==> src/tree_center_by_leaf_peeling_unit_assert.svh <==
// ----------------------------------------------------------------------------
// Tree centre peeling unit: assertion macros
// Shared property wrappers for the concurrent checks in the RTL. Each macro
// expands to one labelled assertion clocked on the rising edge and disabled
// while the synchronous active-low reset is asserted.
// ----------------------------------------------------------------------------
`ifndef TREE_CENTER_BY_LEAF_PEELING_UNIT_ASSERT_SVH
`define TREE_CENTER_BY_LEAF_PEELING_UNIT_ASSERT_SVH

// Consequent must hold in the same cycle as the antecedent
`define TCP_ASSERT_SAME(name, clk, rst_n, ante, cons, msg) \
    name: assert property (@(posedge clk) disable iff (!rst_n) (ante) |-> (cons)) \
        else $error(msg);

// Consequent must hold in the cycle after the antecedent
`define TCP_ASSERT_NEXT(name, clk, rst_n, ante, cons, msg) \
    name: assert property (@(posedge clk) disable iff (!rst_n) (ante) |=> (cons)) \
        else $error(msg);

`endif

==> src/tcp_pkg.sv <==
// ----------------------------------------------------------------------------
// Tree centre peeling unit: shared package
// Field widths, the node store word, the controller states, the datapath
// operation codes and the status bundle returned to the controller.
// ----------------------------------------------------------------------------
package tcp_pkg;

    // Field widths
    localparam int ID_W  = 10;   // node id
    localparam int DEG_W = 10;   // degree counter, wraps
    localparam int CNT_W = 11;   // node count register

    // Default store depth
    localparam int MAX_NODES_DEF = 1024;

    // One entry of the node store
    typedef struct packed {
        logic [DEG_W-1:0] deg;
        logic [ID_W-1:0]  nxor;
    } node_word_t;

    // Controller states
    typedef enum logic [4:0] {
        ST_CLEAR,
        ST_IDLE,
        ST_LD_RDA,
        ST_LD_WRA,
        ST_LD_RDB,
        ST_LD_WRB,
        ST_RUN_SEL,
        ST_EMIT_ONE,
        ST_SCAN,
        ST_ROUND,
        ST_POP,
        ST_POP_WAIT,
        ST_LEAF_CHK,
        ST_NB_UPD,
        ST_EMIT0,
        ST_EMIT0_WAIT,
        ST_EMIT1,
        ST_EMIT1_WAIT
    } ctrl_state_t;

    // Datapath operations, one per cycle
    typedef enum logic [4:0] {
        OP_NONE,
        OP_CLEAR,
        OP_CAPTURE,
        OP_LD_RD_A,
        OP_LD_WR_A,
        OP_LD_RD_B,
        OP_LD_WR_B,
        OP_RUN_INIT,
        OP_SCAN,
        OP_ROUND_START,
        OP_ROUND_END,
        OP_POP_RD,
        OP_LEAF_RD,
        OP_NB_RD,
        OP_NB_UPD,
        OP_HEAD_INC,
        OP_OUT_ZERO,
        OP_OUT_FIRST,
        OP_OUT_SECOND
    } dp_op_t;

    // Datapath status seen by the controller
    typedef struct packed {
        logic in_range;    // both captured endpoints fit the store
        logic n_zero;      // effective node count is zero
        logic n_one;       // effective node count is one
        logic scan_done;   // leaf scan finished, last lookup retired
        logic peel_go;     // more than two nodes left and queue not empty
        logic round_busy;  // head has not reached the end of this round
        logic leaf_ok;     // popped leaf has a live degree and a valid neighbour
        logic q_empty;     // no queued entries remain
        logic q_one;       // exactly one queued entry remains
        logic clr_last;    // clearing sweep is at the last entry
    } dp_status_t;

endpackage

==> src/tcp_ctrl.sv <==
// ----------------------------------------------------------------------------
// Tree centre peeling unit: controller
// Sequences edge loads, the leaf scan, peeling rounds, centre emission and
// the store clearing sweep. Owns the input ready and the result valid.
// ----------------------------------------------------------------------------
`include "tree_center_by_leaf_peeling_unit_assert.svh"

module tcp_ctrl (
    input  logic                aclk,
    input  logic                aresetn,
    input  logic                s_valid,
    output logic                s_ready,
    input  logic                s_action,
    output logic                m_valid,
    input  logic                m_ready,
    input  tcp_pkg::dp_status_t status,
    output tcp_pkg::dp_op_t     op
);

    tcp_pkg::ctrl_state_t state_reg, state_next;
    logic                 m_valid_reg, m_valid_next;
    logic                 out_free;
    logic                 out_load;

    assign out_free = !m_valid_reg || m_ready;

    // State register
    always_ff @(posedge aclk) begin
        if (!aresetn) begin
            state_reg   <= tcp_pkg::ST_CLEAR;
            m_valid_reg <= 1'b0;
        end else begin
            state_reg   <= state_next;
            m_valid_reg <= m_valid_next;
        end
    end

    // Next state and datapath operation
    always_comb begin
        state_next = state_reg;
        op         = tcp_pkg::OP_NONE;
        s_ready    = 1'b0;
        out_load   = 1'b0;

        unique case (state_reg)
            tcp_pkg::ST_CLEAR: begin
                op = tcp_pkg::OP_CLEAR;
                if (status.clr_last) begin
                    state_next = tcp_pkg::ST_IDLE;
                end
            end
            tcp_pkg::ST_IDLE: begin
                s_ready = 1'b1;
                if (s_valid) begin
                    op         = tcp_pkg::OP_CAPTURE;
                    state_next = s_action ? tcp_pkg::ST_RUN_SEL : tcp_pkg::ST_LD_RDA;
                end
            end
            // edge load: read-modify-write of each endpoint in turn
            tcp_pkg::ST_LD_RDA: begin
                if (status.in_range) begin
                    op         = tcp_pkg::OP_LD_RD_A;
                    state_next = tcp_pkg::ST_LD_WRA;
                end else begin
                    state_next = tcp_pkg::ST_IDLE;
                end
            end
            tcp_pkg::ST_LD_WRA: begin
                op         = tcp_pkg::OP_LD_WR_A;
                state_next = tcp_pkg::ST_LD_RDB;
            end
            tcp_pkg::ST_LD_RDB: begin
                op         = tcp_pkg::OP_LD_RD_B;
                state_next = tcp_pkg::ST_LD_WRB;
            end
            tcp_pkg::ST_LD_WRB: begin
                op         = tcp_pkg::OP_LD_WR_B;
                state_next = tcp_pkg::ST_IDLE;
            end
            // run: trivial node counts first
            tcp_pkg::ST_RUN_SEL: begin
                if (status.n_zero) begin
                    state_next = tcp_pkg::ST_CLEAR;
                end else if (status.n_one) begin
                    state_next = tcp_pkg::ST_EMIT_ONE;
                end else begin
                    op         = tcp_pkg::OP_RUN_INIT;
                    state_next = tcp_pkg::ST_SCAN;
                end
            end
            tcp_pkg::ST_EMIT_ONE: begin
                if (out_free) begin
                    op         = tcp_pkg::OP_OUT_ZERO;
                    out_load   = 1'b1;
                    state_next = tcp_pkg::ST_CLEAR;
                end
            end
            tcp_pkg::ST_SCAN: begin
                if (status.scan_done) begin
                    state_next = tcp_pkg::ST_ROUND;
                end else begin
                    op = tcp_pkg::OP_SCAN;
                end
            end
            // peeling rounds
            tcp_pkg::ST_ROUND: begin
                if (status.peel_go) begin
                    op         = tcp_pkg::OP_ROUND_START;
                    state_next = tcp_pkg::ST_POP;
                end else begin
                    state_next = tcp_pkg::ST_EMIT0;
                end
            end
            tcp_pkg::ST_POP: begin
                if (status.round_busy) begin
                    op         = tcp_pkg::OP_POP_RD;
                    state_next = tcp_pkg::ST_POP_WAIT;
                end else begin
                    op         = tcp_pkg::OP_ROUND_END;
                    state_next = tcp_pkg::ST_ROUND;
                end
            end
            tcp_pkg::ST_POP_WAIT: begin
                op         = tcp_pkg::OP_LEAF_RD;
                state_next = tcp_pkg::ST_LEAF_CHK;
            end
            tcp_pkg::ST_LEAF_CHK: begin
                if (status.leaf_ok) begin
                    op         = tcp_pkg::OP_NB_RD;
                    state_next = tcp_pkg::ST_NB_UPD;
                end else begin
                    op         = tcp_pkg::OP_HEAD_INC;
                    state_next = tcp_pkg::ST_POP;
                end
            end
            tcp_pkg::ST_NB_UPD: begin
                op         = tcp_pkg::OP_NB_UPD;
                state_next = tcp_pkg::ST_POP;
            end
            // emit up to two remaining queue entries
            tcp_pkg::ST_EMIT0: begin
                if (status.q_empty) begin
                    state_next = tcp_pkg::ST_CLEAR;
                end else begin
                    op         = tcp_pkg::OP_POP_RD;
                    state_next = tcp_pkg::ST_EMIT0_WAIT;
                end
            end
            tcp_pkg::ST_EMIT0_WAIT: begin
                if (out_free) begin
                    op         = tcp_pkg::OP_OUT_FIRST;
                    out_load   = 1'b1;
                    state_next = status.q_one ? tcp_pkg::ST_CLEAR : tcp_pkg::ST_EMIT1;
                end
            end
            tcp_pkg::ST_EMIT1: begin
                op         = tcp_pkg::OP_POP_RD;
                state_next = tcp_pkg::ST_EMIT1_WAIT;
            end
            tcp_pkg::ST_EMIT1_WAIT: begin
                if (out_free) begin
                    op         = tcp_pkg::OP_OUT_SECOND;
                    out_load   = 1'b1;
                    state_next = tcp_pkg::ST_CLEAR;
                end
            end
            default: begin
                state_next = tcp_pkg::ST_CLEAR;
            end
        endcase
    end

    // Result valid: set on load, dropped once taken
    always_comb begin
        m_valid_next = m_valid_reg;
        if (out_load) begin
            m_valid_next = 1'b1;
        end else if (m_ready) begin
            m_valid_next = 1'b0;
        end
    end

    assign m_valid = m_valid_reg;

    // Checks
    `TCP_ASSERT_SAME(a_out_slot_free, aclk, aresetn, (op == tcp_pkg::OP_OUT_FIRST || op == tcp_pkg::OP_OUT_SECOND || op == tcp_pkg::OP_OUT_ZERO), (!m_valid_reg || m_ready), "result register overwritten before it was taken")
    `TCP_ASSERT_NEXT(a_one_at_a_time, aclk, aresetn, (s_valid && s_ready), (!s_ready), "second transaction accepted while one is in progress")
    `TCP_ASSERT_SAME(a_valid_from_emit, aclk, aresetn, $rose(m_valid_reg), ($past(state_reg) == tcp_pkg::ST_EMIT_ONE || $past(state_reg) == tcp_pkg::ST_EMIT0_WAIT || $past(state_reg) == tcp_pkg::ST_EMIT1_WAIT), "result raised outside an emit state")
    `TCP_ASSERT_SAME(a_nb_needs_leaf, aclk, aresetn, (op == tcp_pkg::OP_NB_RD), status.leaf_ok, "neighbour fetched for a dead or out-of-range leaf")

endmodule

==> config.mk <==
export PLATFORM = sky130hd
export DESIGN_NAME = tcp_ctrl
export DESIGN_NICKNAME = d
export VERILOG_FILES = /design/src/tcp_pkg.sv /design/src/tcp_ctrl.sv
export VERILOG_INCLUDE_DIRS = /design/src /design/src/src
export SDC_FILE = /design/constraint.sdc
export NUM_CORES = 1
export LEC_CHECK = 0
export BUFFER_PORTS_ARGS = -buffer_cell sky130_fd_sc_hd__buf_2
export CORE_UTILIZATION = 54
export CTS_BUF_LIST = sky130_fd_sc_hd__clkbuf_4
export DETAILED_ROUTE_END_ITERATION = 10
export MAX_ROUTING_LAYER = met4
export PLACE_DENSITY = 0.91
export RECOVER_POWER = 100
export SLEW_MARGIN = 5
export SYNTH_ARGS = -nofsm -noshare
export SYNTH_HDL_FRONTEND = slang
export SYNTH_SLANG_ARGS = --single-unit
==> constraint.sdc <==
create_clock -name aclk -period 4.15 [get_ports aclk]
set_clock_uncertainty 0.05 [all_clocks]
set_input_delay 0.415 -clock aclk [delete_from_list [all_inputs] [get_ports aclk]]
set_output_delay 0.415 -clock aclk [all_outputs]
set_load 0.01 [all_outputs]
# After elaboration in Yosys (flattened, before gate mapping)
# Index checks and enable logic that the tools add are counted.
[totals]
register_bits = 6
input_bits = 15
output_inout_bits = 7
word_cells = 64
[op_classes]
n_eq_ne = 22
n_mux = 33
reduce_logical = 7
[ops]
columns = ["operator", "count"]
rows = [
  ["$pmux W5 S18", 1],
  ["$pmux W5 S17", 1],
  ["$mux W5", 9],
  ["$eq A5 B4 Y1 const B", 8],
  ["$mux W4", 6],
  ["$eq A5 B3 Y1 const B", 4],
  ["$mux W3", 5],
  ["$eq A5 B2 Y1 const B", 2],
  ["$eq A5 B5 Y1 const B", 2],
  ["$mux W2", 5],
  ["$ne A2 B2 Y1 const B", 4],
  ["$mux W1", 6],
  ["$eq A5 B1 Y1 const B", 1],
  ["$logic_not A5 Y1", 1],
  ["$reduce_and A5 Y1", 1],
  ["$reduce_or A3 Y1", 1],
  ["$ne A2 B1 Y1 const B", 1],
  ["$reduce_bool A2 Y1", 1],
  ["$reduce_or A2 Y1", 1],
  ["$logic_not A1 Y1", 1],
  ["$logic_or A1 B1 Y1", 1],
]

# Logic depth before layout (Yosys ltp)
# Gate-level depths: netlist (run 1).
[logic_depth]
word_depth = 5
mapped_depth = 7
mapped_depth_nobuf = 5

# Worst setup path after synthesis (run 1)
# OpenSTA, ideal clock, no wires.
[synth_path]
path_kind = "register to output"
start = "register state_reg[2]"
end = "output port op[0]"
arrival_time_ns = 1.286
required_time_ns = 3.685
path_slack_ns = 2.399
stages_incl_launch_ff = 8
n_path_buf = 2
path_cell_list = "dfxtp_1 > buf_4 > and2_1 > clkbuf_1 > a31oi_1 > nor2_1 > a41oi_1 > nand3_1"
[synth_between]
elab_chain_cells = 2
word_cells_on_any_way = 19
classes_between = "eq/ne: 17; mux: 1; reduce/logical: 1"
[synth_lines]
columns = ["item", "line_no", "source"]
rows = [
  ["start, declared", "tcp_ctrl.sv:20", "tcp_pkg::ctrl_state_t state_reg, state_next;"],
  ["start signal, assigned", "tcp_ctrl.sv:30", "state_reg <= tcp_pkg::ST_CLEAR;"],
  ["start signal, assigned", "tcp_ctrl.sv:33", "state_reg <= state_next;"],
  ["$eq A5 B5 Y1, or another cell as far along", "tcp_ctrl.sv:45", "unique case (state_reg)"],
  ["$pmux W5 S18 *", "tcp_ctrl.sv:45", ""],
  ["end, declared", "tcp_ctrl.sv:17", "output tcp_pkg::dp_op_t op"],
]
# Mark *: on every way between the ends. The rest lies on a longest branch, timed or not.

# Final worst setup path (run 1)
[layout_path]
start = "register state_reg[3]"
end = "output port op[0]"
# Same word-level chain as after synthesis.

==> qor.tcl, run 1 <==
set qor(status) {finished, final reports clean}
set qor(setup_tns_ns) 0
set qor(path_max_fanout) 15
set qor(cts-root-buf) {clkbuf_4}
set qor(antenna_cells) 0
set qor(peakVddDrop_v) 0.0003040
set qor(number_of_failing_setup_endpoints_in_the_final_timing_report) 0
set qor(dr_drc_count) 0
set qor(grt_first_pass_wirelength_um) 3008
set qor(clock_power_share_pct) 9.9
set qor(cp_cell_sequence) {nor2b_1 -> a31oi_1 -> nor2_1 -> a41oi_1 -> nand3_1 -> clkbuf_1}
set qor(routed_wl_um) 1973
set qor(area_growth_syn_to_layout_pct) 4.960
set qor(design.final.nets) 142
set qor(cts_tree) {built}
set qor(clockBufferDepth) 2
set qor(final_period_minus_worst_setup_slack_ns) 2.676
set qor(p_leak_nw) 0.3059
set qor(netlist_area_sq_um) 782.0
set qor(synthCells) 111
set qor(track_usage_pct) 27.95
set qor(critical_path.max_stage_delay_ns) 0.65
set qor(cts_buffers) 3
set qor(max_freq_ghz) 0.3737
set qor(synthesis.nets) 126
set qor(timing.final.max_slew_violations) 0
set qor(worstHoldPathType) {input pin to flip-flop}
set qor(synth_enable_flop_cells) 0
set qor(detail_route.vias_per_cell) 6.493
set qor(share_comb_of_total_power_pct) 59.6
set qor(route.antenna.remaining_nets) 0
set qor(synth_compound_gate_area_share_pct) 35.84
set qor(yosys-mux-area-fraction_pct) 4.000
set qor(maxCapViolations) 0
set qor(cp-end-kind) {primary output}
set qor(critPathKind) {flip-flop to primary output}
set qor(drt_pre_antenna_iters) 4
set qor(via_count_of_the_routed_design) 909
set qor(post_route_utilization_pct) 62.30
set qor(ys.flop_type) {dfxtp_1}
set qor(synthArstFlopShare_pct) 0
set qor(antenna_found_initial) 0
set qor(power_report.internal_total_mw) 0.2433
set qor(post_route_cells_drive_above_1_share_pct) 16.80
set qor(fin_crit_sh_pct) 64.48
set qor(report.final.hold_viol_count) 0
set qor(synth_simple_gate_area_share_pct) 34.72
set qor(adder_cell_fraction_of_synth_area_pct) 0
set qor(wl_per_cell_um) 14.09
set qor(final_common_cell) {buf_2}
set qor(critical_path_cell_with_the_highest_stage_delay) {dfxtp_1}
set qor(core_area_sq_mm) 0.001318
set qor(worst_pin_slew_ns) 0.6708
set qor(critical_path_data_arrival_time_ns) 2.21
set qor(flip_flop_and_latch_count_after_synthesis) 6
set qor(synth_top_family_by_area) {compound AO/OA/AOI/OAI gates}
set qor(area_share_of_xor_xnor_cells_in_the_synthesized_design_pct) 0
set qor(cts_hold_buf) 0
set qor(design.die.area_sq_mm) 0.001604
set qor(slew-limit-headroom_pct) 55.22
set qor(clk-insertion-delay-late_ns) 0.24
set qor(num_io_pins) 22
set qor(post_synth_num_cell_types) 38
set qor(setup.worst_path.start_class) {flip-flop}
set qor(floorplan.initialDensity_pct) 59.35
set qor(fp-row-count) 13
set qor(switchingPower_mw) 0.2873
set qor(yosysSeqAreaShare_pct) 15.36
set qor(rsz_0062_raised_after_global_routing) {false}
set qor(max_ffs_per_register) 5
set qor(most-common-layout-cells) {buf_2, nor2_1, nand2_1}
set qor(post_cts_buffers) 0
set qor(die_h_um) 40.06
set qor(cts_max_level) 1
set qor(required_ns) 3.68
set qor(dieWidth_um) 40.06
set qor(post_cts_resize_count) 0
set qor(global_route.overflow_total) 0
set qor(power.sequential.fraction_pct) 30.5
set qor(drtIter0Drc) 42
set qor(grt_start_max_net_pins) 23
set qor(synth_warnings) 0
set qor(path_clk_slew_ns) 0.04
set qor(power.switching_fraction_pct) 54.14
set qor(power_per_cell_area_mw_per_mm2) 646.5
set qor(clock_sink_count) 6
set qor(place_congestion) 0.9500
set qor(first_global_vias) 672
set qor(detailed_placement_wirelength_estimate_um) 1481
set qor(syn_area_per_cell_sq_um) 7.045
set qor(port-buffer-count) 21
==> power by group through the flow <==
| stage | clock (mW) | sequential, mW | combinational (mW) |
|---|---|---|---|
| 2_1_floorplan | 0 | 0.0925 | 0.351 |
| 3_3_place_gp | 0 | 0.163 | 0.350 |
| 3_5_place_dp | 0 | 0.165 | 0.357 |
| 4_1_cts | 0.0540 | 0.165 | 0.357 |
| 5_1_grt | 0.0579 | 0.168 | 0.356 |
| 6_report | 0.0523 | 0.162 | 0.316 |
==> final timing paths <==
kind | startpoint | end | slack, ns | cells past startpoint
setup / recovery | state_reg[3] | op[0] | 1.47 | 6
hold / removal | aresetn | state_reg[4] | 0.42 | 3
setup reg to reg | state_reg[4] | state_reg[3] | 1.82 | 5
hold reg to reg | m_valid | m_valid | 0.53 | 2
==> worst max-delay path, delay by kind of cell, from the launching register on <==
family / cells / cell delay, ns
buf+inv: 1 / 0.16
compound gates: 2 / 0.26
simple gates: 3 / 0.90
flops: 1 / 0.65
==> cell type report <==
cell class	count	area (sq um)
multi-input cells	89	539.3
inverters	6	22.52
flip-flops and latches	6	120.1
clock buffers	3	22.52
well taps	15	18.77
fillers	123	496.7
repair buffers	21	97.59
==> cells in the mapped netlist, types with 3 or more instances <==
cell	count	area (sq um)
nand2_1	13	48.80
nor2_1	12	45.04
dfxtp_1	6	120.1
inv_1	6	22.52
a21oi_1	5	25.02
nor2b_1	5	31.28
o21ai_0	5	25.02
o22ai_1	5	31.28
buf_4	4	30.03
nand3_1	4	20.02
a211oi_1	3	22.52
a32oi_1	3	26.28
buf_2	3	15.01
clkbuf_1	3	11.26
nand4_1	3	18.77
o21ai_1	3	15.01
==> cells by family (layout without fill, tap and decap cells) <==
family,after synthesis,in the layout
simple gates,49,49
compound gates,37,37
buf+inv,16,30
flops,6,6
mux,3,3
==> stage by stage <==
step	cell area (sq um)	worst slack [ns]	total power, mW	cells	hold WS (ns)
6_report	820.8	1.474	0.5306	140	0.4233
5_1_grt	820.8	1.334	0.5829	140	0.4166
4_1_cts	872.1	1.496	0.5764	140	0.4282
3_5_place_dp	849.6	1.763	0.5215	137	0.5283
3_3_place_gp	849.6	1.759	0.5130	137	0.5271
2_1_floorplan	782.0	2.399	0.4438	111	0.4619
==> per-layer routing <==
| metal | vias to the layer above | track usage, % | part of all wire (%) |
|---|---|---|---|
| li1 | 448 | - | - |
| met1 | 394 | 37.50 | 43 |
| met2 | 65 | 43.55 | 47 |
| met3 | 2 | 4.444 | 9.8 |
| met4 | 0 | 6.034 | 0.15 |
| met5 | - | - | 0 |
Power figures use the tool's default switching activity.
==> inputs of run 2 (changes only) <==
--- a/config.mk
+++ b/config.mk
@@ -7,11 +7,11 @@
 export NUM_CORES = 1
 export LEC_CHECK = 0
 export BUFFER_PORTS_ARGS = -buffer_cell sky130_fd_sc_hd__buf_2
-export CORE_UTILIZATION = 54
+export CORE_UTILIZATION = 53
 export CTS_BUF_LIST = sky130_fd_sc_hd__clkbuf_4
 export DETAILED_ROUTE_END_ITERATION = 10
 export MAX_ROUTING_LAYER = met4
-export PLACE_DENSITY = 0.91
+export PLACE_DENSITY = 0.9
 export RECOVER_POWER = 100
 export SLEW_MARGIN = 5
 export SYNTH_ARGS = -nofsm -noshare
==> constraint.sdc (replaced) <==
create_clock -name aclk -period 2.6 [get_ports aclk]
set_clock_uncertainty 0.05 [all_clocks]
set_input_delay 0.26 -clock aclk [delete_from_list [all_inputs] [get_ports aclk]]
set_output_delay 0.26 -clock aclk [all_outputs]
set_load 0.01 [all_outputs]
==> run 2 against run 1 <==
Compared with the run above:
- register-to-register slack worse by 1.3 ns
- routed wire length is 8.8% higher
- cell count is 1.4% higher
- die area is 1.8% higher
- sequential share of layout area is 0.72 points lower
- flip-flop and latch count stayed put
- critical path depth is 1 higher
- utilization is 2.4 points higher
- power is 72% higher
- largest cell class unchanged
==> qor.tcl, run 2 (same netlist as run 1, synthesis figures left out) <==
set qor(first_global_vias) 767 ;# +14%
set qor(route.antenna.remaining_nets) 0 ;# unchanged
set qor(drtIter0Drc) 61 ;# +45%
set qor(post_route_cells_drive_above_1_share_pct) 22.05 ;# +5.2 points
set qor(fin_crit_sh_pct) 89.03
set qor(reg2reg_setup_slack_ns) 0.49 ;# -1.33 ns
set qor(peakVddDrop_v) 0.0006047 ;# +99%
set qor(die_h_um) 40.41 ;# +0.89%
set qor(antenna_cells) 0 ;# unchanged
set qor(worst_pin_slew_ns) 0.6888 ;# +0.01807 ns
set qor(cts_tree) {built}
set qor(routed.top_layer) {met4}
set qor(via_count_of_the_routed_design) 928 ;# +2.1%
set qor(critical_path_data_arrival_time_ns) 2.00 ;# -0.21 ns
set qor(floorplan.initialDensity_pct) 58.63 ;# -0.72 points
set qor(timing.rr.start) {state_reg[4]}
set qor(cp-end-kind) {primary output}
set qor(met3RoutedLength_um) 147 ;# -24%
set qor(setup_tns_ns) 0 ;# unchanged
set qor(design.die.area_sq_mm) 0.001633 ;# +1.8%
set qor(worstHoldPathType) {input pin to flip-flop}
set qor(status) {finished, final reports clean}
set qor(place_congestion) 0.8576 ;# -9.7%
set qor(clock_sink_count) 6 ;# unchanged
set qor(final_common_cell) {buf_2}
set qor(grt_start_max_net_pins) 20 ;# -13%
set qor(maxCapViolations) 0 ;# unchanged
set qor(timing.final.max_slew_violations) 0 ;# unchanged
set qor(dr_drc_count) 0 ;# unchanged
set qor(met2_wirelength_um) 1051 ;# +13%
set qor(path_max_fanout) 19 ;# +4
set qor(max_ffs_per_register) 5 ;# unchanged
set qor(design_power_total_mw) 0.9148 ;# +72%
set qor(max_freq_ghz) 0.4320
set qor(fin_worst_hold_slack_ns) 0.2685 ;# -0.1549 ns
set qor(rr_endpoint) {state_reg[3]}
set qor(clockBufferDepth) 2 ;# unchanged
set qor(global_route.overflow_total) 0 ;# unchanged
set qor(r2r_cells) 5 ;# unchanged
set qor(rsz_0062_raised_after_global_routing) {false}
set qor(dieWidth_um) 40.41 ;# +0.89%
set qor(min-delay-start) {aresetn}
set qor(required_ns) 2.29 ;# -1.39 ns
set qor(fillCellCount) 140 ;# +14%
set qor(drt_pre_antenna_iters) 4 ;# unchanged
set qor(slew-limit-headroom_pct) 54.01 ;# -1.2 points
set qor(most-common-layout-cells) {buf_2, nand2_1, nor2_1}
set qor(number_of_failing_setup_endpoints_in_the_final_timing_report) 0 ;# unchanged
set qor(critPathKind) {flip-flop to primary output}
set qor(track_usage_pct) 29.80 ;# +1.9 points
set qor(antenna_found_initial) 0 ;# unchanged
set qor(fp-row-count) 13 ;# unchanged
set qor(power_per_cell_area_mw_per_mm2) 1060 ;# +64%
set qor(final_period_minus_worst_setup_slack_ns) 2.315
set qor(p_leak_nw) 0.3307 ;# +8.1%
set qor(design_area_sq_um) 863.3 ;# +5.2%
set qor(path_clk_slew_ns) 0.05 ;# about the same
set qor(port-buffer-count) 21 ;# unchanged
set qor(core_area_sq_mm) 0.001334 ;# +1.2%
set qor(routed_wl_um) 2146 ;# +8.8%
set qor(clk-insertion-delay-late_ns) 0.25 ;# about the same
set qor(worstHoldEndpoint) {state_reg[3]}
set qor(detailed_placement_wirelength_estimate_um) 1614 ;# +9.0%
set qor(cts_max_level) 1 ;# unchanged
set qor(grt_first_pass_wirelength_um) 3180 ;# +5.7%
set qor(wl_per_cell_um) 15.11 ;# +7.2%
set qor(report.final.hold_viol_count) 0 ;# unchanged
set qor(design.final.nets) 144 ;# +1.4%
set qor(area_growth_syn_to_layout_pct) 10.40
set qor(wirelength_met1_um) 910 ;# +8.1%
set qor(setup.worst_path.start_class) {flip-flop}
set qor(cts-root-buf) {clkbuf_4}
set qor(num_io_pins) 22 ;# unchanged
set qor(detailed_place.area_sq_um) 864.6 ;# +1.8%
set qor(cts_buffers) 3 ;# unchanged
set qor(detail_route.vias_per_cell) 6.535 ;# +0.65%
set qor(timing.hold.worst_path_depth) 3 ;# unchanged
set qor(post_cts_buffers) 0 ;# unchanged
[run 2: timing repair]
action,in CTS,in global routing
resized for setup,0,1
hold buffers,0,0
setup endpoints to repair,0,1
[run 2: power by group]
| part | switching, mW | internal, mW | total, mW |
|---|---|---|---|
| Clock | 0.0350 | 0.0523 | 0.0873 |
| Combinational | 0.321 | 0.252 | 0.573 |
| Sequential | 0.131 | 0.123 | 0.255 |
| Total | 0.487 | 0.428 | 0.915 |
[run 2: per-stage QoR]
| stage | cells | worst slack (ns) | util (%) |
|---|---|---|---|
| 4_1_cts | 142 | 0.2765 | 66.51 |
| 2_1_floorplan | 111 | 1.004 | - |
| 3_3_place_gp | 139 | 0.6107 | 64.82 |
| 3_5_place_dp | 139 | 0.5498 | 64.82 |
| 5_1_grt | 142 | 0.05690 | 64.73 |
| 6_report | 142 | 0.2852 | 64.73 |
[run 2: metal layers]
layer	global-route usage [%]	vias up
li1	-	445
met1	37.13	425
met2	49.21	54
met3	0.5556	4
met4	14.17	0
met5	-	-
[run 2: how the worst max path moves through the flow]
stage / from / to / slack (ns) / cells past startpoint
after floorplan: state_reg[2] / op[0] / 1.00 / 7
after global placement: state_reg[2] / op[1] / 0.61 / 6
after detailed placement: state_reg[2] / op[1] / 0.55 / 6
after CTS: state_reg[2] / op[1] / 0.28 / 6
after global routing: state_reg[4] / op[1] / 0.06 / 7
final: state_reg[4] / op[0] / 0.29 / 7
[run 2: worst max-delay path, cell delays in order, from the launching register on]
cell	delay [ns]
dfxtp_1	0.71
nor2b_1	0.10
clkbuf_2	0.21
a31oi_1	0.20
nor2_1	0.07
a41oi_1	0.22
nand3_1	0.10
clkbuf_1	0.14
[run 2: final cells by class]
cell class | instances | area, sq um | share of cell area [%]
Sequential cell | 6 | 120.1 | 13.91
Tap cell | 15 | 18.77 | 2.174
Clock buffer | 3 | 22.52 | 2.609
Inverter | 6 | 22.52 | 2.609
Timing Repair Buffer | 23 | 112.6 | 13.04
Multi-Input combinational cell | 89 | 566.8 | 65.65
